File: src/hw/rtl/tkp_pkg.sv
package tkp_pkg;

  // Key mask bits of one scan.
  localparam logic [5:0] K_TIMER = 6'h01;
  localparam logic [5:0] K_LOCK  = 6'h02;
  localparam logic [5:0] K_SPEED = 6'h04;
  localparam logic [5:0] K_POWER = 6'h08;
  localparam logic [5:0] K_ION   = 6'h10;
  localparam logic [5:0] K_AROM  = 6'h20;

  // Hold counter slots.
  localparam int NUM_HOLDS     = 11;
  localparam int H_POWER       = 0;
  localparam int H_SPEED_AROM  = 1;
  localparam int H_SPEED_TIMER = 2;
  localparam int H_POWER_SPEED = 3;
  localparam int H_SPEED       = 4;
  localparam int H_POWER_ION   = 5;
  localparam int H_ION         = 6;
  localparam int H_POWER_AROM  = 7;
  localparam int H_AROM        = 8;
  localparam int H_LOCK        = 9;
  localparam int H_TIMER       = 10;

  // Combination block flags.
  localparam int B_PS = 0;
  localparam int B_PI = 1;
  localparam int B_PA = 2;

  // Event codes.
  localparam logic [3:0] EV_POWER_LONG  = 4'd0;
  localparam logic [3:0] EV_POWER_SHORT = 4'd1;
  localparam logic [3:0] EV_SPEED_AROM  = 4'd2;
  localparam logic [3:0] EV_SPEED_TIMER = 4'd3;
  localparam logic [3:0] EV_POWER_SPEED = 4'd4;
  localparam logic [3:0] EV_SPEED       = 4'd5;
  localparam logic [3:0] EV_POWER_ION   = 4'd6;
  localparam logic [3:0] EV_ION         = 4'd7;
  localparam logic [3:0] EV_POWER_AROM  = 4'd8;
  localparam logic [3:0] EV_AROM        = 4'd9;
  localparam logic [3:0] EV_UNLOCK      = 4'd10;
  localparam logic [3:0] EV_TIMER       = 4'd11;

  // Configuration register indexes.
  localparam logic [2:0] R_DEBOUNCE       = 3'd0;
  localparam logic [2:0] R_SHORT_MIN      = 3'd1;
  localparam logic [2:0] R_LONG_PRESS     = 3'd2;
  localparam logic [2:0] R_LOCK_HOLD      = 3'd3;
  localparam logic [2:0] R_VERSION_HOLD   = 3'd4;
  localparam logic [2:0] R_VERSION_WINDOW = 3'd5;
  localparam logic [2:0] R_IDLE_LOCK      = 3'd6;

  localparam int CFG_IDX_W  = 3;
  localparam int CFG_DATA_W = 18;

  // Register defaults after reset.
  localparam logic [15:0] DEF_DEBOUNCE       = 16'd50;
  localparam logic [15:0] DEF_SHORT_MIN      = 16'd50;
  localparam logic [15:0] DEF_LONG_PRESS     = 16'd5000;
  localparam logic [15:0] DEF_LOCK_HOLD      = 16'd3000;
  localparam logic [15:0] DEF_VERSION_HOLD   = 16'd15000;
  localparam logic [15:0] DEF_VERSION_WINDOW = 16'd20000;
  localparam logic [17:0] DEF_IDLE_LOCK      = 18'd180000;

  typedef struct packed {
    logic [5:0] keys;
    logic       powered;
    logic       new_scan;
  } item_t;

  typedef struct packed {
    logic       event_valid;
    logic [3:0] event_res;
    logic       locked;
  } result_t;

  typedef struct packed {
    logic [15:0] debounce_ticks;
    logic [15:0] short_min_ticks;
    logic [15:0] long_press_ticks;
    logic [15:0] lock_hold_ticks;
    logic [15:0] version_hold_ticks;
    logic [15:0] version_window_ticks;
    logic [17:0] idle_lock_ticks;
  } cfg_t;

  typedef struct packed {
    logic [15:0] cnt;
    logic        fired;
    logic        fire;
  } hold_t;

  // One qualifying tick of a hold: saturating count, fires once at threshold.
  function automatic hold_t hold_step(input logic [15:0] cnt, input logic fired,
                                      input logic [15:0] thr);
    hold_t h;
    h.cnt   = cnt;
    h.fired = fired;
    h.fire  = 1'b0;
    if (!fired) begin
      if (cnt != 16'hFFFF) begin
        h.cnt = cnt + 16'd1;
      end
      if (h.cnt >= thr) begin
        h.fired = 1'b1;
        h.fire  = 1'b1;
      end
    end
    return h;
  endfunction

endpackage

File: src/hw/rtl/tkp_cfg_regs.sv
module tkp_cfg_regs (
  input  logic                        clk,
  input  logic                        rst,
  input  logic                        cfg_wen,
  input  logic [tkp_pkg::CFG_IDX_W-1:0]  cfg_index,
  input  logic [tkp_pkg::CFG_DATA_W-1:0] cfg_data,
  output tkp_pkg::cfg_t               cfg
);
  import tkp_pkg::*;

  always_ff @(posedge clk) begin
    if (rst) begin
      cfg.debounce_ticks       <= DEF_DEBOUNCE;
      cfg.short_min_ticks      <= DEF_SHORT_MIN;
      cfg.long_press_ticks     <= DEF_LONG_PRESS;
      cfg.lock_hold_ticks      <= DEF_LOCK_HOLD;
      cfg.version_hold_ticks   <= DEF_VERSION_HOLD;
      cfg.version_window_ticks <= DEF_VERSION_WINDOW;
      cfg.idle_lock_ticks      <= DEF_IDLE_LOCK;
    end else if (cfg_wen) begin
      case (cfg_index)
        R_DEBOUNCE:       cfg.debounce_ticks       <= cfg_data[15:0];
        R_SHORT_MIN:      cfg.short_min_ticks      <= cfg_data[15:0];
        R_LONG_PRESS:     cfg.long_press_ticks     <= cfg_data[15:0];
        R_LOCK_HOLD:      cfg.lock_hold_ticks      <= cfg_data[15:0];
        R_VERSION_HOLD:   cfg.version_hold_ticks   <= cfg_data[15:0];
        R_VERSION_WINDOW: cfg.version_window_ticks <= cfg_data[15:0];
        R_IDLE_LOCK:      cfg.idle_lock_ticks      <= cfg_data[17:0];
        default: ;
      endcase
    end
  end

endmodule

File: src/hw/rtl/tkp_classify.sv
module tkp_classify (
  input  logic             clk,
  input  logic             rst,
  input  logic             step,
  input  tkp_pkg::item_t   item,
  input  tkp_pkg::cfg_t    cfg,
  output tkp_pkg::result_t result
);
  import tkp_pkg::*;

  logic [NUM_HOLDS-1:0][15:0] cnt;
  logic [NUM_HOLDS-1:0]       fired;
  logic [2:0]                 blk;
  logic [15:0]                uptime;
  logic [17:0]                idle;
  logic                       lock;

  logic [NUM_HOLDS-1:0][15:0] cnt_next;
  logic [NUM_HOLDS-1:0]       fired_next;
  logic [2:0]                 blk_next;
  logic [15:0]                uptime_next;
  logic [17:0]                idle_next;
  logic                       lock_next;
  logic                       unlocked;
  logic                       ev_valid;
  logic [3:0]                 ev;
  hold_t                      h;
  logic [5:0]                 k;

  always_comb begin
    cnt_next    = cnt;
    fired_next  = fired;
    blk_next    = blk;
    uptime_next = uptime;
    idle_next   = idle;
    lock_next   = lock;
    ev_valid    = 1'b0;
    ev          = EV_POWER_LONG;
    h           = '0;
    k           = item.keys;

    if (item.new_scan && k != 6'd0) begin
      idle_next = '0;
    end
    if (idle_next >= cfg.idle_lock_ticks) begin
      lock_next = 1'b1;
    end else if (item.powered) begin
      idle_next = idle_next + 18'd1;
    end
    unlocked = !lock_next;

    // Power key: long press while held, short press on release.
    if (k == K_POWER && blk == 3'd0 && unlocked) begin
      h = hold_step(cnt[H_POWER], fired[H_POWER], cfg.long_press_ticks);
      cnt_next[H_POWER]   = h.cnt;
      fired_next[H_POWER] = h.fired;
      if (h.fire) begin
        ev_valid = 1'b1;
        ev       = EV_POWER_LONG;
      end
    end else begin
      if (k == 6'd0 && cnt[H_POWER] > cfg.short_min_ticks &&
          cnt[H_POWER] < cfg.long_press_ticks) begin
        ev_valid = 1'b1;
        ev       = EV_POWER_SHORT;
      end
      cnt_next[H_POWER]   = '0;
      fired_next[H_POWER] = 1'b0;
    end

    if (uptime < cfg.version_window_ticks) begin
      uptime_next = uptime + 16'd1;
    end

    if (!item.powered) begin
      if (k == (K_SPEED | K_AROM)) begin
        h = hold_step(cnt[H_SPEED_AROM], fired[H_SPEED_AROM], cfg.long_press_ticks);
        cnt_next[H_SPEED_AROM]   = h.cnt;
        fired_next[H_SPEED_AROM] = h.fired;
        if (h.fire) begin
          ev_valid = 1'b1;
          ev       = EV_SPEED_AROM;
        end
      end else begin
        cnt_next[H_SPEED_AROM]   = '0;
        fired_next[H_SPEED_AROM] = 1'b0;
      end
      // The speed-timer hold is never cleared, so it fires once per reset.
      if (k == (K_SPEED | K_TIMER) && uptime_next < cfg.version_window_ticks) begin
        h = hold_step(cnt[H_SPEED_TIMER], fired[H_SPEED_TIMER],
                      cfg.version_hold_ticks);
        cnt_next[H_SPEED_TIMER]   = h.cnt;
        fired_next[H_SPEED_TIMER] = h.fired;
        if (h.fire) begin
          ev_valid = 1'b1;
          ev       = EV_SPEED_TIMER;
        end
      end
    end else begin
      // Power plus speed, then speed alone.
      if (k == (K_POWER | K_SPEED) && unlocked) begin
        h = hold_step(cnt[H_POWER_SPEED], fired[H_POWER_SPEED], cfg.debounce_ticks);
        cnt_next[H_POWER_SPEED]   = h.cnt;
        fired_next[H_POWER_SPEED] = h.fired;
        if (h.fire) begin
          blk_next[B_PS] = 1'b1;
          ev_valid       = 1'b1;
          ev             = EV_POWER_SPEED;
        end
      end else begin
        if ((k & (K_POWER | K_SPEED)) == 6'd0) begin
          blk_next[B_PS] = 1'b0;
        end
        cnt_next[H_POWER_SPEED]   = '0;
        fired_next[H_POWER_SPEED] = 1'b0;
      end
      if (k == K_SPEED && !blk_next[B_PS] && unlocked) begin
        h = hold_step(cnt[H_SPEED], fired[H_SPEED], cfg.debounce_ticks);
        cnt_next[H_SPEED]   = h.cnt;
        fired_next[H_SPEED] = h.fired;
        if (h.fire) begin
          ev_valid = 1'b1;
          ev       = EV_SPEED;
        end
      end else if ((k & K_SPEED) == 6'd0) begin
        cnt_next[H_SPEED]   = '0;
        fired_next[H_SPEED] = 1'b0;
      end

      // Power plus ion, then ion alone.
      if (k == (K_POWER | K_ION) && unlocked) begin
        h = hold_step(cnt[H_POWER_ION], fired[H_POWER_ION], cfg.debounce_ticks);
        cnt_next[H_POWER_ION]   = h.cnt;
        fired_next[H_POWER_ION] = h.fired;
        if (h.fire) begin
          blk_next[B_PI] = 1'b1;
          ev_valid       = 1'b1;
          ev             = EV_POWER_ION;
        end
      end else begin
        if ((k & (K_POWER | K_ION)) == 6'd0) begin
          blk_next[B_PI] = 1'b0;
        end
        cnt_next[H_POWER_ION]   = '0;
        fired_next[H_POWER_ION] = 1'b0;
      end
      if (k == K_ION && !blk_next[B_PI] && unlocked) begin
        h = hold_step(cnt[H_ION], fired[H_ION], cfg.debounce_ticks);
        cnt_next[H_ION]   = h.cnt;
        fired_next[H_ION] = h.fired;
        if (h.fire) begin
          ev_valid = 1'b1;
          ev       = EV_ION;
        end
      end else if ((k & K_ION) == 6'd0) begin
        cnt_next[H_ION]   = '0;
        fired_next[H_ION] = 1'b0;
      end

      // Power plus aroma, then aroma alone.
      if (k == (K_POWER | K_AROM) && unlocked) begin
        h = hold_step(cnt[H_POWER_AROM], fired[H_POWER_AROM], cfg.debounce_ticks);
        cnt_next[H_POWER_AROM]   = h.cnt;
        fired_next[H_POWER_AROM] = h.fired;
        if (h.fire) begin
          blk_next[B_PA] = 1'b1;
          ev_valid       = 1'b1;
          ev             = EV_POWER_AROM;
        end
      end else begin
        if ((k & (K_POWER | K_AROM)) == 6'd0) begin
          blk_next[B_PA] = 1'b0;
        end
        cnt_next[H_POWER_AROM]   = '0;
        fired_next[H_POWER_AROM] = 1'b0;
      end
      if (k == K_AROM && !blk_next[B_PA] && unlocked) begin
        h = hold_step(cnt[H_AROM], fired[H_AROM], cfg.debounce_ticks);
        cnt_next[H_AROM]   = h.cnt;
        fired_next[H_AROM] = h.fired;
        if (h.fire) begin
          ev_valid = 1'b1;
          ev       = EV_AROM;
        end
      end else if ((k & K_AROM) == 6'd0) begin
        cnt_next[H_AROM]   = '0;
        fired_next[H_AROM] = 1'b0;
      end

      // The lock key counts even when already unlocked.
      if (k == K_LOCK) begin
        h = hold_step(cnt[H_LOCK], fired[H_LOCK], cfg.lock_hold_ticks);
        cnt_next[H_LOCK]   = h.cnt;
        fired_next[H_LOCK] = h.fired;
        if (h.fire) begin
          lock_next = 1'b0;
          idle_next = '0;
          ev_valid  = 1'b1;
          ev        = EV_UNLOCK;
        end
      end else if ((k & K_LOCK) == 6'd0) begin
        cnt_next[H_LOCK]   = '0;
        fired_next[H_LOCK] = 1'b0;
      end

      if (k == K_TIMER && unlocked) begin
        h = hold_step(cnt[H_TIMER], fired[H_TIMER], cfg.debounce_ticks);
        cnt_next[H_TIMER]   = h.cnt;
        fired_next[H_TIMER] = h.fired;
        if (h.fire) begin
          ev_valid = 1'b1;
          ev       = EV_TIMER;
        end
      end else if ((k & K_TIMER) == 6'd0) begin
        cnt_next[H_TIMER]   = '0;
        fired_next[H_TIMER] = 1'b0;
      end
    end

    result.event_valid = ev_valid;
    result.event_res   = ev_valid ? ev : EV_POWER_LONG;
    result.locked      = lock_next;
  end

  always_ff @(posedge clk) begin
    if (rst) begin
      cnt    <= '0;
      fired  <= '0;
      blk    <= '0;
      uptime <= '0;
      idle   <= '0;
      lock   <= 1'b0;
    end else if (step) begin
      cnt    <= cnt_next;
      fired  <= fired_next;
      blk    <= blk_next;
      uptime <= uptime_next;
      idle   <= idle_next;
      lock   <= lock_next;
    end
  end

endmodule

File: src/hw/rtl/touch_key_press_classifier_unit.sv
// Touch-key press classifier: one result item for every tick item.
// The item is held in the input register, then its result is loaded into the result register.
// Throughput: one item per cycle while the result side does not stall; the hold and lock update is combinational.
// A waiting result does not block the next item, which the input register holds; a further item then stalls.
// Synchronous reset clears all hold state and loads the register defaults.
module touch_key_press_classifier_unit (
  input  logic                           clk,
  input  logic                           rst,
  input  logic                           item_valid,
  output logic                           item_stall,
  input  tkp_pkg::item_t                 item,
  output logic                           result_valid,
  input  logic                           result_stall,
  output tkp_pkg::result_t               result,
  input  logic                           cfg_wen,
  input  logic [tkp_pkg::CFG_IDX_W-1:0]  cfg_index,
  input  logic [tkp_pkg::CFG_DATA_W-1:0] cfg_data
);
  import tkp_pkg::*;

  cfg_t    cfg;
  item_t   item_q;
  logic    item_q_valid;
  result_t core_result;
  logic    advance;
  logic    accept;

  assign advance    = !result_valid || !result_stall;
  assign item_stall = item_q_valid && !advance;
  assign accept     = item_valid && !item_stall;

  tkp_cfg_regs u_cfg (
    .clk       (clk),
    .rst       (rst),
    .cfg_wen   (cfg_wen),
    .cfg_index (cfg_index),
    .cfg_data  (cfg_data),
    .cfg       (cfg)
  );

  tkp_classify u_classify (
    .clk    (clk),
    .rst    (rst),
    .step   (item_q_valid && advance),
    .item   (item_q),
    .cfg    (cfg),
    .result (core_result)
  );

  always_ff @(posedge clk) begin
    if (rst) begin
      item_q_valid <= 1'b0;
      result_valid <= 1'b0;
    end else begin
      if (accept) begin
        item_q_valid <= 1'b1;
      end else if (advance) begin
        item_q_valid <= 1'b0;
      end
      if (advance) begin
        result_valid <= item_q_valid;
      end
    end
    if (accept) begin
      item_q <= item;
    end
    if (advance && item_q_valid) begin
      result <= core_result;
    end
  end

endmodule

File: config.mk
export PLATFORM = sky130hd
export DESIGN_NAME = touch_key_press_classifier_unit
export DESIGN_NICKNAME = d
export VERILOG_FILES = /design/src/hw/rtl/tkp_pkg.sv /design/src/hw/rtl/tkp_cfg_regs.sv /design/src/hw/rtl/tkp_classify.sv /design/src/hw/rtl/touch_key_press_classifier_unit.sv
export SDC_FILE = /design/constraint.sdc
export NUM_CORES = 1
export LEC_CHECK = 0
export BUFFER_PORTS_ARGS = -buffer_cell sky130_fd_sc_hd__buf_2
export CAP_MARGIN = 0
export CORE_UTILIZATION = 64
export DETAILED_ROUTE_END_ITERATION = 10
export GPL_ROUTABILITY_DRIVEN = 1
export PLACE_DENSITY_LB_ADDON = 0.05
export SLEW_MARGIN = 20
export SYNTH_ARGS = -nofsm -noshare
export SYNTH_HDL_FRONTEND = slang
export SYNTH_SLANG_ARGS = --single-unit
File: constraint.sdc
create_clock -name clk -period 6.33 [get_ports clk]
set_clock_uncertainty 0.15 [all_clocks]
set_input_delay 0.633 -clock clk [delete_from_list [all_inputs] [get_ports clk]]
set_output_delay 0.633 -clock clk [all_outputs]
set_load 0.01 [all_outputs]
==> out/qor.csv, run 1 <==
metric,value,unit
min_path_type,input pin to flip-flop,
drt-pass1-iter-count,5,
antenna_violations_before_repair,0,
run_status,"complete, no violations",
final_hold_viol_count,0,
port_buffers,41,
syn-num-nets,3257,
grt_overflow_total,0,
top_layer,met4,
finalWeightedCongestion,0.938,
powerDensity,204,mW/mm²
reg_clk_slew_reported_paths,0.06,ns
initial_utilization,65.6,%
cts_tree,yes,
met3WireLength,4690,µm
synth.avg_cell_area,7.95,µm²
edff_count_synth,14,
cts.sinks,355,
vias,22000,
grt_first_pass_wirelength,106000,µm
clock_tree.buffer_depth,3,
min_period_over_period,91.2,%
die_area,0.0375,mm²
yosysSeqAreaShare,30.8,%
htree_levels,2,
boundaryPins,42,
core_region_area,0.0358,mm²
final_hold_slack,0.0820,ns
worstPathRequired,6.69,ns
netlist_area,0.0235,mm²
post_route_utilization,71.4,%
cts_made_buffers,42,
cts_root_buf,sky130_fd_sc_hd__clkbuf_16,
die_h,194,µm
route.detailed.vias_per_inst,6.37,
first_global_vias,21000,
critical_path_class,flip-flop to flip-flop,
drt.antenna.violating_nets,0,
place.detailed.hpwl,46100,µm
ys.flop_type,sky130_fd_sc_hd__dfxtp_1,
drt-total-wl,65200,µm
row_count,69,
ys_seq_elements,355,
maxSlewHeadroom,27.5,%
ir_drop,238,µV
yosys_warnings,0,
met1Wirelength,27900,µm
cap_viol_max_count,0,
post_synth_inst_count,2956,
dieWidth,194,µm
max_clock_freq,173,MHz
synthArstFlopShare,0,%
drcViolationCount,0,
setup_repair_after_global_routing_missed_its_margin,no,
detailedRoute.firstIterationViolations,2014,
final_layout_size_suffix_gt1_share,6.86,%
tightest_slew,1.08,ns
count_of_distinct_cell_types_in_the_synthesized_netlist,87,
cp.arrival,6.13,ns
fin_nets,3255,
grtUsageTotal,34.5,%
fin_tns_setup,0,ns
timing.critical_path.from_type,flip-flop,
total_leakage_power,0.0107,µW
met2_wirelength,30300,µm
number_of_buffers_inserted_for_hold_repair_after_clock_tree_synthesis,0,
clock_insertion_delay_worst_skew,0.58,ns
area_delta_synth_final,8.77,%
min_cycle_time_layout,5.77,ns
grt_max_degree,90,
timing.final.setup_violations,0,
detail_route.wl_per_cell,18.9,µm
worst-path-max-fanout,16,
maxSlewViolCount,0,
end_kind,flip-flop,
report_power, final:
part | switching [µW] | internal (µW) | total (µW)
sequential | 23.1 | 2270 | 2300
clock | 1020 | 1610 | 2630
combinational | 206 | 79.0 | 285
what timing repair did:
| item | CTS | global route |
|---|---|---|
| resized for setup | 0 | 1 |
| setup endpoints to repair | 0 | 5 |
| buffers inserted | 0 | 0 |
layout make-up:
class                   count  area (µm²)
multi-input cells        2339       15300
fillers                  2937       10300
flip-flops and latches    355        7250
clock buffers              56        1190
well taps                 461         577
inverters                 146         548
repair buffers             70         429
clock inverters            21         305
diodes                      1        2.50
layer usage:
layer  vias up  global-route usage [%]
met2       785                    57.7
met3       152                    5.10
met4         0                    13.5
li1      10700                       -
met5         -                       0
met1     10400                    44.6
critical path, cell delays in order, from the launching register on:
cell,delay [ns]
sky130_fd_sc_hd__dfxtp_1,0.32
sky130_fd_sc_hd__inv_1,0.06
sky130_fd_sc_hd__ha_1,0.29
sky130_fd_sc_hd__a2111oi_0,0.42
sky130_fd_sc_hd__o21ai_0,0.22
sky130_fd_sc_hd__a221oi_2,0.43
sky130_fd_sc_hd__nor2_1,0.15
sky130_fd_sc_hd__or2_2,0.43
sky130_fd_sc_hd__nor2_1,0.16
sky130_fd_sc_hd__xor2_1,0.16
sky130_fd_sc_hd__ha_1,0.26
sky130_fd_sc_hd__a21o_1,0.16
sky130_fd_sc_hd__a21o_1,0.18
sky130_fd_sc_hd__a2111oi_0,0.57
sky130_fd_sc_hd__nor4b_2,0.46
sky130_fd_sc_hd__nor3_1,0.20
sky130_fd_sc_hd__or2_0,0.50
sky130_fd_sc_hd__or3_1,0.42
sky130_fd_sc_hd__a21oi_1,0.14
Yosys cell counts, types with 58 or more instances:
cell type,count,area share (%)
sky130_fd_sc_hd__a21oi_1,242,5.2
sky130_fd_sc_hd__and3_1,58,1.5
sky130_fd_sc_hd__clkbuf_1,93,1.5
sky130_fd_sc_hd__dfxtp_1,341,29
sky130_fd_sc_hd__ha_1,267,14
sky130_fd_sc_hd__inv_1,144,2.3
sky130_fd_sc_hd__nand2_1,374,6.0
sky130_fd_sc_hd__nand3_1,99,2.1
sky130_fd_sc_hd__nand4_1,70,1.9
sky130_fd_sc_hd__nor2_1,263,4.2
sky130_fd_sc_hd__nor3_1,85,1.8
sky130_fd_sc_hd__o21ai_0,141,3.0
sky130_fd_sc_hd__xnor2_1,96,3.6
cell families after synthesis:
| group | Yosys count | share of synthesized area (%) |
|---|---|---|
| compound gates | 722 | 19.8 |
| fa+ha+maj | 267 | 14.2 |
| flops | 355 | 30.8 |
| buf+inv | 262 | 4.34 |
| mux | 33 | 1.51 |
| simple gates | 1180 | 24.2 |
| xor+xnor | 137 | 5.10 |
stage by stage:
step	instances	total power, µW	cell area [µm²]	setup slack, ns
3_3_place_gp	3371	2620	24100	0.603
6_report	3449	5210	25600	0.559
5_1_grt	3448	5350	25600	0.168
2_1_floorplan	2956	2510	23500	1.49
4_1_cts	3448	5230	25600	0.348
3_5_place_dp	3371	2620	24100	0.459
path summary, 6_finish.rpt:
| kind | start | endpoint | slack (ns) | cells past startpoint |
|---|---|---|---|---|
| worst max-delay path | u_cfg.cfg[19] | u_classify.cnt[41] | 0.56 | 18 |
| worst min-delay path | item[3] | item_q[3] | 0.08 | 1 |
| worst max register to register | u_cfg.cfg[19] | u_classify.cnt[41] | 0.56 | 18 |
| worst min register to register | u_cfg.cfg[104] | u_cfg.cfg[104] | 0.31 | 2 |
state kept, by name, summed over array words and instances, names as in the netlist, 3 cells and up:
name and flops:
item_q 8, result 6, u_cfg.cfg 114, u_classify.blk 3, u_classify.cnt 176, u_classify.fired 11
u_classify.idle 18, u_classify.uptime 16
placed cells by master (no fill, tap or decap), types with 14 or more instances in the layout:
cell type	n
sky130_fd_sc_hd__clkbuf_16	43
sky130_fd_sc_hd__nand4_1	70
sky130_fd_sc_hd__and4_1	16
sky130_fd_sc_hd__dfxtp_1	341
sky130_fd_sc_hd__o21ai_0	140
sky130_fd_sc_hd__nor3_1	83
sky130_fd_sc_hd__a211oi_1	22
sky130_fd_sc_hd__and2_1	37
sky130_fd_sc_hd__a22o_1	34
sky130_fd_sc_hd__nand2_1	374
sky130_fd_sc_hd__nor2b_1	36
sky130_fd_sc_hd__ha_1	267
sky130_fd_sc_hd__a31oi_1	18
sky130_fd_sc_hd__nor2_1	262
sky130_fd_sc_hd__xnor2_1	96
sky130_fd_sc_hd__nand3_1	99
sky130_fd_sc_hd__xor2_1	41
sky130_fd_sc_hd__a21o_1	47
sky130_fd_sc_hd__a21oi_1	242
sky130_fd_sc_hd__mux2_2	20
sky130_fd_sc_hd__a22oi_1	55
sky130_fd_sc_hd__nand2b_1	33
sky130_fd_sc_hd__o21a_1	24
sky130_fd_sc_hd__nor4_1	28
sky130_fd_sc_hd__and3_1	58
sky130_fd_sc_hd__o211ai_1	44
sky130_fd_sc_hd__buf_4	29
sky130_fd_sc_hd__edfxtp_1	14
sky130_fd_sc_hd__buf_2	40
sky130_fd_sc_hd__inv_1	144
sky130_fd_sc_hd__or3_1	31
No activity file was read; power rests on OpenSTA's default activity.
==> inputs of run 2 (changes only) <==
--- a/config.mk
+++ b/config.mk
@@ -7,9 +7,10 @@
 export LEC_CHECK = 0
 export BUFFER_PORTS_ARGS = -buffer_cell sky130_fd_sc_hd__buf_2
 export CAP_MARGIN = 0
-export CORE_UTILIZATION = 64
+export CORE_UTILIZATION = 58
 export DETAILED_ROUTE_END_ITERATION = 10
 export GPL_ROUTABILITY_DRIVEN = 1
+export HOLD_SLACK_MARGIN = 0.06
 export PLACE_DENSITY_LB_ADDON = 0.05
 export SLEW_MARGIN = 20
 export SYNTH_ARGS = -nofsm -noshare
==> constraint.sdc (replaced) <==
create_clock -name clk -period 4.97 [get_ports clk]
set_clock_uncertainty 0.15 [all_clocks]
set_input_delay 0.497 -clock clk [delete_from_list [all_inputs] [get_ports clk]]
set_output_delay 0.497 -clock clk [all_outputs]
set_load 0.01 [all_outputs]
==> run 2 against run 1 <==
Effect of this change: critical endpoint is now result[5]; sequential cell count is the same; clock power up 22%; count of clock-buffer cells in the layout grew 3.
==> out/qor.csv, run 2 (synthesized netlist as in run 1, its figures left out) <==
metric,value,unit
run_status,"complete, no violations",
initial_utilization,59.0,%
cap_viol_max_count,0,
place.detailed.hpwl,47200,µm
clock_tree.buffer_depth,3,
setup_repair_after_global_routing_missed_its_margin,yes,
final_hold_viol_count,0,
critical_path_class,flip-flop to flip-flop,
cts_tree,yes,
powerDensity,247,mW/mm²
maxSlewHeadroom,26.9,%
regArea,0.00725,mm²
tightest_slew,1.09,ns
fin_nets,3334,
grt_overflow_total,0,
die_area,0.0413,mm²
worst-path-max-fanout,7,
row_count,73,
timing.critical_path.from_type,flip-flop,
cts.sinks,355,
final_layout_size_suffix_gt1_share,9.56,%
core_region_area,0.0398,mm²
grtUsageTotal,32.4,%
drt-total-wl,67600,µm
grt_first_pass_wirelength,107000,µm
worstPathRequired,5.15,ns
cp.arrival,5.06,ns
largest_register_ffs,176,
first_global_vias,20600,
detailedRoute.firstIterationViolations,1673,
area_delta_synth_final,12.2,%
die_h,203,µm
top_regs,"u_classify.cnt x176, u_cfg.cfg x114, u_classify.idle x18",
fillerInstances,3433,
vias,22100,
detail_route.wl_per_cell,18.8,µm
end_kind,flip-flop,
min_period_over_period,98.1,%
dieWidth,203,µm
port_buffers,41,
route.detailed.vias_per_inst,6.15,
total_leakage_power,0.0111,µW
clock_insertion_delay_worst_skew,0.59,ns
drcViolationCount,0,
min_path_type,input pin to flip-flop,
multi_input_area,0.0154,mm²
max_flop_register,u_classify.cnt,
min_cycle_time_layout,4.88,ns
boundaryPins,42,
reg_clk_slew_reported_paths,0.06,ns
antenna_cells,0,
drt-pass1-iter-count,6,
pre_cts_ws,0.0106,ns
setup_ws,0.0938,ns
ir_drop,259,µV
drt.antenna.violating_nets,0,
r2r_setup_slack,0.09,ns
grt_max_degree,149,
layout.cells.most_common,sky130_fd_sc_hd__nand2_1,
max_clock_freq,205,MHz
totalPowerFinal,6520,µW
post_route_utilization,66.2,%
final_cell_mix,"374 x sky130_fd_sc_hd__nand2_1, 340 x sky130_fd_sc_hd__dfxtp_1, 265 x sky130_fd_sc_hd__ha_1",
reg2regPathDepth,20,
finalWeightedCongestion,0.927,
cts_root_buf,sky130_fd_sc_hd__clkbuf_16,
final_hold_slack,0.0887,ns
timing.final.setup_violations,0,
cts_made_buffers,42,
maxSlewViolCount,0,
htree_levels,2,
cell_depth_of_the_worst_min_delay_path,2,
antenna_violations_before_repair,0,
run 2: cell count changes in the layout (fill, tap and decap cells not counted), moves of 3 or more:
cell                            delta
sky130_fd_sc_hd__buf_4            +65
sky130_fd_sc_hd__dlygate4sd3_1    +12
sky130_fd_sc_hd__a2111oi_0         -5
sky130_fd_sc_hd__bufinv_16         -4
sky130_fd_sc_hd__nor2_1            -4
sky130_fd_sc_hd__nor2_2            +4
sky130_fd_sc_hd__clkinvlp_4        +3
run 2: path summary, 6_finish.rpt:
kind,startpoint,end
worst min register to register,u_cfg.cfg[70],u_cfg.cfg[70]
worst min-delay path,rst,u_classify.cnt[154]
worst max-delay path,u_classify.cnt[101],result[5]
worst max register to register,u_classify.cnt[101],result[5]
run 2: worst max-delay path, stage by stage (launching register included):
cell,delay [ns]
sky130_fd_sc_hd__dfxtp_1,0.42
sky130_fd_sc_hd__and3_1,0.23
sky130_fd_sc_hd__and3_1,0.21
sky130_fd_sc_hd__and3_1,0.29
sky130_fd_sc_hd__and3_1,0.27
sky130_fd_sc_hd__nor2_1,0.10
sky130_fd_sc_hd__and2_1,0.17
sky130_fd_sc_hd__and3_1,0.19
sky130_fd_sc_hd__xnor2_1,0.16
sky130_fd_sc_hd__inv_1,0.06
sky130_fd_sc_hd__ha_1,0.28
sky130_fd_sc_hd__a21o_1,0.16
sky130_fd_sc_hd__a21o_1,0.17
sky130_fd_sc_hd__a21oi_1,0.14
sky130_fd_sc_hd__nor2_1,0.05
sky130_fd_sc_hd__a2111oi_0,0.40
sky130_fd_sc_hd__buf_4,0.20
sky130_fd_sc_hd__nor4_1,0.09
sky130_fd_sc_hd__a2111oi_2,0.36
sky130_fd_sc_hd__a22oi_1,0.11
sky130_fd_sc_hd__or3_1,0.38
run 2: where the power goes:
part           switching [µW]  leakage, µW  internal [µW]  total, µW
combinational             283      0.00749            118        401
clock                    1300     0.000693           1900       3200
sequential               19.8      0.00289           2900       2920
run 2: layout make-up:
| type | count | share of cell area, % |
|---|---|---|
| Timing Repair Buffer | 149 | 4.05 |
| Clock buffer | 59 | 4.69 |
| Multi-Input combinational cell | 2339 | 58.5 |
| Tap cell | 525 | 2.49 |
| Sequential cell | 355 | 27.5 |
| Inverter | 146 | 2.08 |
| Clock inverter | 17 | 0.726 |
run 2: repair_timing:
item | in CTS | in global routing
endpoints found under the hold margin | 12 | 0
setup buffers | 0 | 2
gates resized for setup | 4 | 31
pin swaps | 0 | 11
setup endpoints to repair | 16 | 57
hold buffers | 12 | 0
run 2: metrics by stage:
| step | std cells | TNS (ns) | cell area [µm²] |
|---|---|---|---|
| finish | 3590 | 0 | 26400 |
| detailed placement | 3500 | 0 | 24600 |
| global route | 3590 | -0.201 | 26400 |
| floorplan | 2956 | 0 | 23500 |
| global placement | 3500 | 0 | 24600 |
| CTS | 3588 | 0 | 26200 |
run 2: metal layers:
layer | vias up | track usage (%) | part of all wire [%]
met5 | - | 0 | 0
met4 | 0 | 14.2 | 4.3
met3 | 153 | 5.16 | 6.9
met2 | 724 | 53.1 | 46
met1 | 10400 | 41.9 | 43
li1 | 10800 | - | -
==> inputs of run 3 (changes only) <==
--- a/config.mk
+++ b/config.mk
@@ -5,9 +5,11 @@
 export SDC_FILE = /design/constraint.sdc
 export NUM_CORES = 1
 export LEC_CHECK = 0
-export BUFFER_PORTS_ARGS = -buffer_cell sky130_fd_sc_hd__buf_2
+export BUFFER_PORTS_ARGS = -buffer_cell sky130_fd_sc_hd__clkbuf_2
 export CAP_MARGIN = 0
+export CORE_ASPECT_RATIO = 0.9
 export CORE_UTILIZATION = 58
+export CTS_CLUSTER_DIAMETER = 150
 export DETAILED_ROUTE_END_ITERATION = 10
 export GPL_ROUTABILITY_DRIVEN = 1
 export HOLD_SLACK_MARGIN = 0.06
==> run 3 against run 2 <==
Effect of this change: register-to-register slack gained 0.07 ns; non-clock buffer count rose by 7; hold slack gained 0.095 ns; count of clock-buffer cells in the layout decreased by 2; clock power fell by 2%; cell count increased by 0.33%; critical endpoint is now result[1]; largest power group unchanged; highest routed layer unchanged.
==> out/qor.csv, run 3 (synthesized netlist as in run 1, its figures left out) <==
metric,value,unit
grt_max_degree,66,
regToRegStartpoint,u_classify.cnt[128],
cap_viol_max_count,0,
ir_drop,214,µV
cts_made_buffers,40,
power_switching_share,24.5,%
drt.antenna.violating_nets,0,
boundaryPins,42,
htree_levels,2,
pre_cts_ws,-0.419,ns
drcViolationCount,0,
die_h,193,µm
total_leakage_power,0.0111,µW
min_cycle_time_layout,4.81,ns
drt-pass1-iter-count,6,
crit-reg2reg-capture,result[1],
clock_tree.buffer_depth,3,
layout.cells.most_common,sky130_fd_sc_hd__nand2_1,
core_region_area,0.0397,mm²
grt_overflow_total,0,
maxSlewViolCount,0,
max_clock_freq,208,MHz
initial_utilization,59.2,%
dp_cells,3511,
power.clock.fraction,48.5,%
min_path_type,input pin to flip-flop,
tightest_slew,1.07,ns
detailedRoute.firstIterationViolations,1966,
place.detailed.hpwl,48600,µm
end_kind,flip-flop,
fin_nets,3339,
finalWeightedCongestion,0.926,
timing.critical_path.from_type,flip-flop,
top_layer,met4,
route.detailed.vias_per_inst,6.21,
first_global_vias,20600,
worst-path-max-fanout,8,
cts_root_buf,sky130_fd_sc_hd__clkbuf_16,
final_cell_mix,"374 x sky130_fd_sc_hd__nand2_1, 335 x sky130_fd_sc_hd__dfxtp_1, 262 x sky130_fd_sc_hd__ha_1",
maxSlewHeadroom,28.4,%
worstPathRequired,5.13,ns
power.sequential.fraction,45.2,%
cts_tree,yes,
power.net_switching,1580,µW
met1Wirelength,30700,µm
met2_wirelength,30500,µm
crit_path_start,u_classify.cnt[128],
fin_tns_setup,0,ns
layout.cell_area.non_filler,0.0265,mm²
grtUsageTotal,32.4,%
dieWidth,214,µm
antenna_violations_before_repair,2,
timing.final.setup_violations,0,
met3WireLength,5020,µm
cts.sinks,355,
min_period_over_period,96.7,%
final_cell_count_no_fill,3602,
final_hold_viol_count,0,
reg2regPathDepth,18,
grt_first_pass_wirelength,109000,µm
r2r_setup_slack,0.16,ns
setup_ws,0.163,ns
vias,22400,
power.share.combinational,6.3,%
detail_route.wl_per_cell,19.0,µm
clock_insertion_delay_worst_skew,0.57,ns
row_count,69,
die_area,0.0413,mm²
final_layout_size_suffix_gt1_share,10.5,%
run_status,"complete, no violations",
critical_path_class,flip-flop to flip-flop,
setup_repair_after_global_routing_missed_its_margin,yes,
max_flop_register,u_classify.cnt,
crit_end,result[1],
port_buffers,41,
powerDensity,243,mW/mm²
top_regs,"u_classify.cnt x176, u_cfg.cfg x114, u_classify.idle x18",
reg_clk_slew_reported_paths,0.06,ns
cellInternalPower,4870,µW
drt-total-wl,68600,µm
area_delta_synth_final,12.7,%
place_area,0.0247,mm²
cp.arrival,4.97,ns
largest_register_ffs,176,
-- run 3: cell types whose count changed in the layout (fill, tap and decap cells not counted), moves of 3 or more --
cell                         delta
sky130_fd_sc_hd__buf_2         -40
sky130_fd_sc_hd__clkbuf_2      +40
sky130_fd_sc_hd__buf_4          +7
sky130_fd_sc_hd__a21oi_1        -6
sky130_fd_sc_hd__a21oi_2        +6
sky130_fd_sc_hd__dfxtp_1        -5
sky130_fd_sc_hd__clkbuf_16      -4
sky130_fd_sc_hd__clkinvlp_4     -4
sky130_fd_sc_hd__dfxtp_2        +4
sky130_fd_sc_hd__clkbuf_1       +3
sky130_fd_sc_hd__ha_1           -3
sky130_fd_sc_hd__nor2_1         -3
sky130_fd_sc_hd__nor2_2         +3
-- run 3: worst max-delay path, cell delays in order, from the launching register on --
cell,delay (ns)
sky130_fd_sc_hd__dfxtp_1,0.46
sky130_fd_sc_hd__ha_1,0.21
sky130_fd_sc_hd__nand2_1,0.08
sky130_fd_sc_hd__nor4_2,0.36
sky130_fd_sc_hd__nand2_1,0.12
sky130_fd_sc_hd__or3_1,0.54
sky130_fd_sc_hd__nand4_1,0.18
sky130_fd_sc_hd__or3_1,0.17
sky130_fd_sc_hd__xnor2_1,0.14
sky130_fd_sc_hd__ha_1,0.27
sky130_fd_sc_hd__a21oi_1,0.13
sky130_fd_sc_hd__nor2_1,0.06
sky130_fd_sc_hd__a211oi_1,0.21
sky130_fd_sc_hd__o21ai_0,0.16
sky130_fd_sc_hd__a211oi_2,0.37
sky130_fd_sc_hd__nor2_1,0.15
sky130_fd_sc_hd__nor4_1,0.38
sky130_fd_sc_hd__mux2i_1,0.13
sky130_fd_sc_hd__or2_2,0.29
-- run 3: timing repair --
action | CTS | global route
hold buffers | 12 | 0
pin swaps | 1 | 16
buffers inserted | 0 | 5
setup endpoints to repair | 31 | 82
resized for setup | 8 | 64
endpoints found under the hold margin | 12 | 0
-- run 3: cell type report --
class                           instances  area [µm²]
Clock inverter                         15         221
Inverter                              146         548
Tap cell                              532         666
Fill cell                            3390       13200
Timing Repair Buffer                  156        1120
Antenna cell                            2        5.00
Multi-Input combinational cell       2339       15500
Clock buffer                           57        1130
Sequential cell                       355        7260
-- run 3: worst min path at each step --
stage	from	end	cells after the start
after floorplan	u_cfg.cfg[100]	u_cfg.cfg[100]	2
after global routing	rst	u_classify.uptime[13]	2
final	cfg_data[2]	u_cfg.cfg[20]	3
after detailed placement	u_cfg.cfg[105]	u_cfg.cfg[105]	2
after CTS	rst	u_classify.uptime[0]	2
after global placement	u_cfg.cfg[7]	u_cfg.cfg[7]	2
-- run 3: power by group through the flow --
stage	sequential [µW]	combinational, µW	clock, µW
final	2920	404	3130
after global placement	2980	365	0
after global routing	2920	439	3270
after detailed placement	2980	375	0
after floorplan	2970	226	0
after CTS	2920	386	3160
-- run 3: per-layer routing --
layer  up-vias  GRT usage (%)
li1      10800              -
met1     10600           44.3
met2       823           52.5
met3       147           4.35
met4         0           12.0
met5         -              0
-- run 3: through the flow --
stage	hold WS, ns	utilization (%)	total power [µW]
floorplan	0.286	-	3200
global placement	0.292	62.1	3340
detailed placement	0.297	62.1	3360
CTS	0.159	65.9	6460
global route	0.190	66.7	6620
finish	0.184	66.7	6450
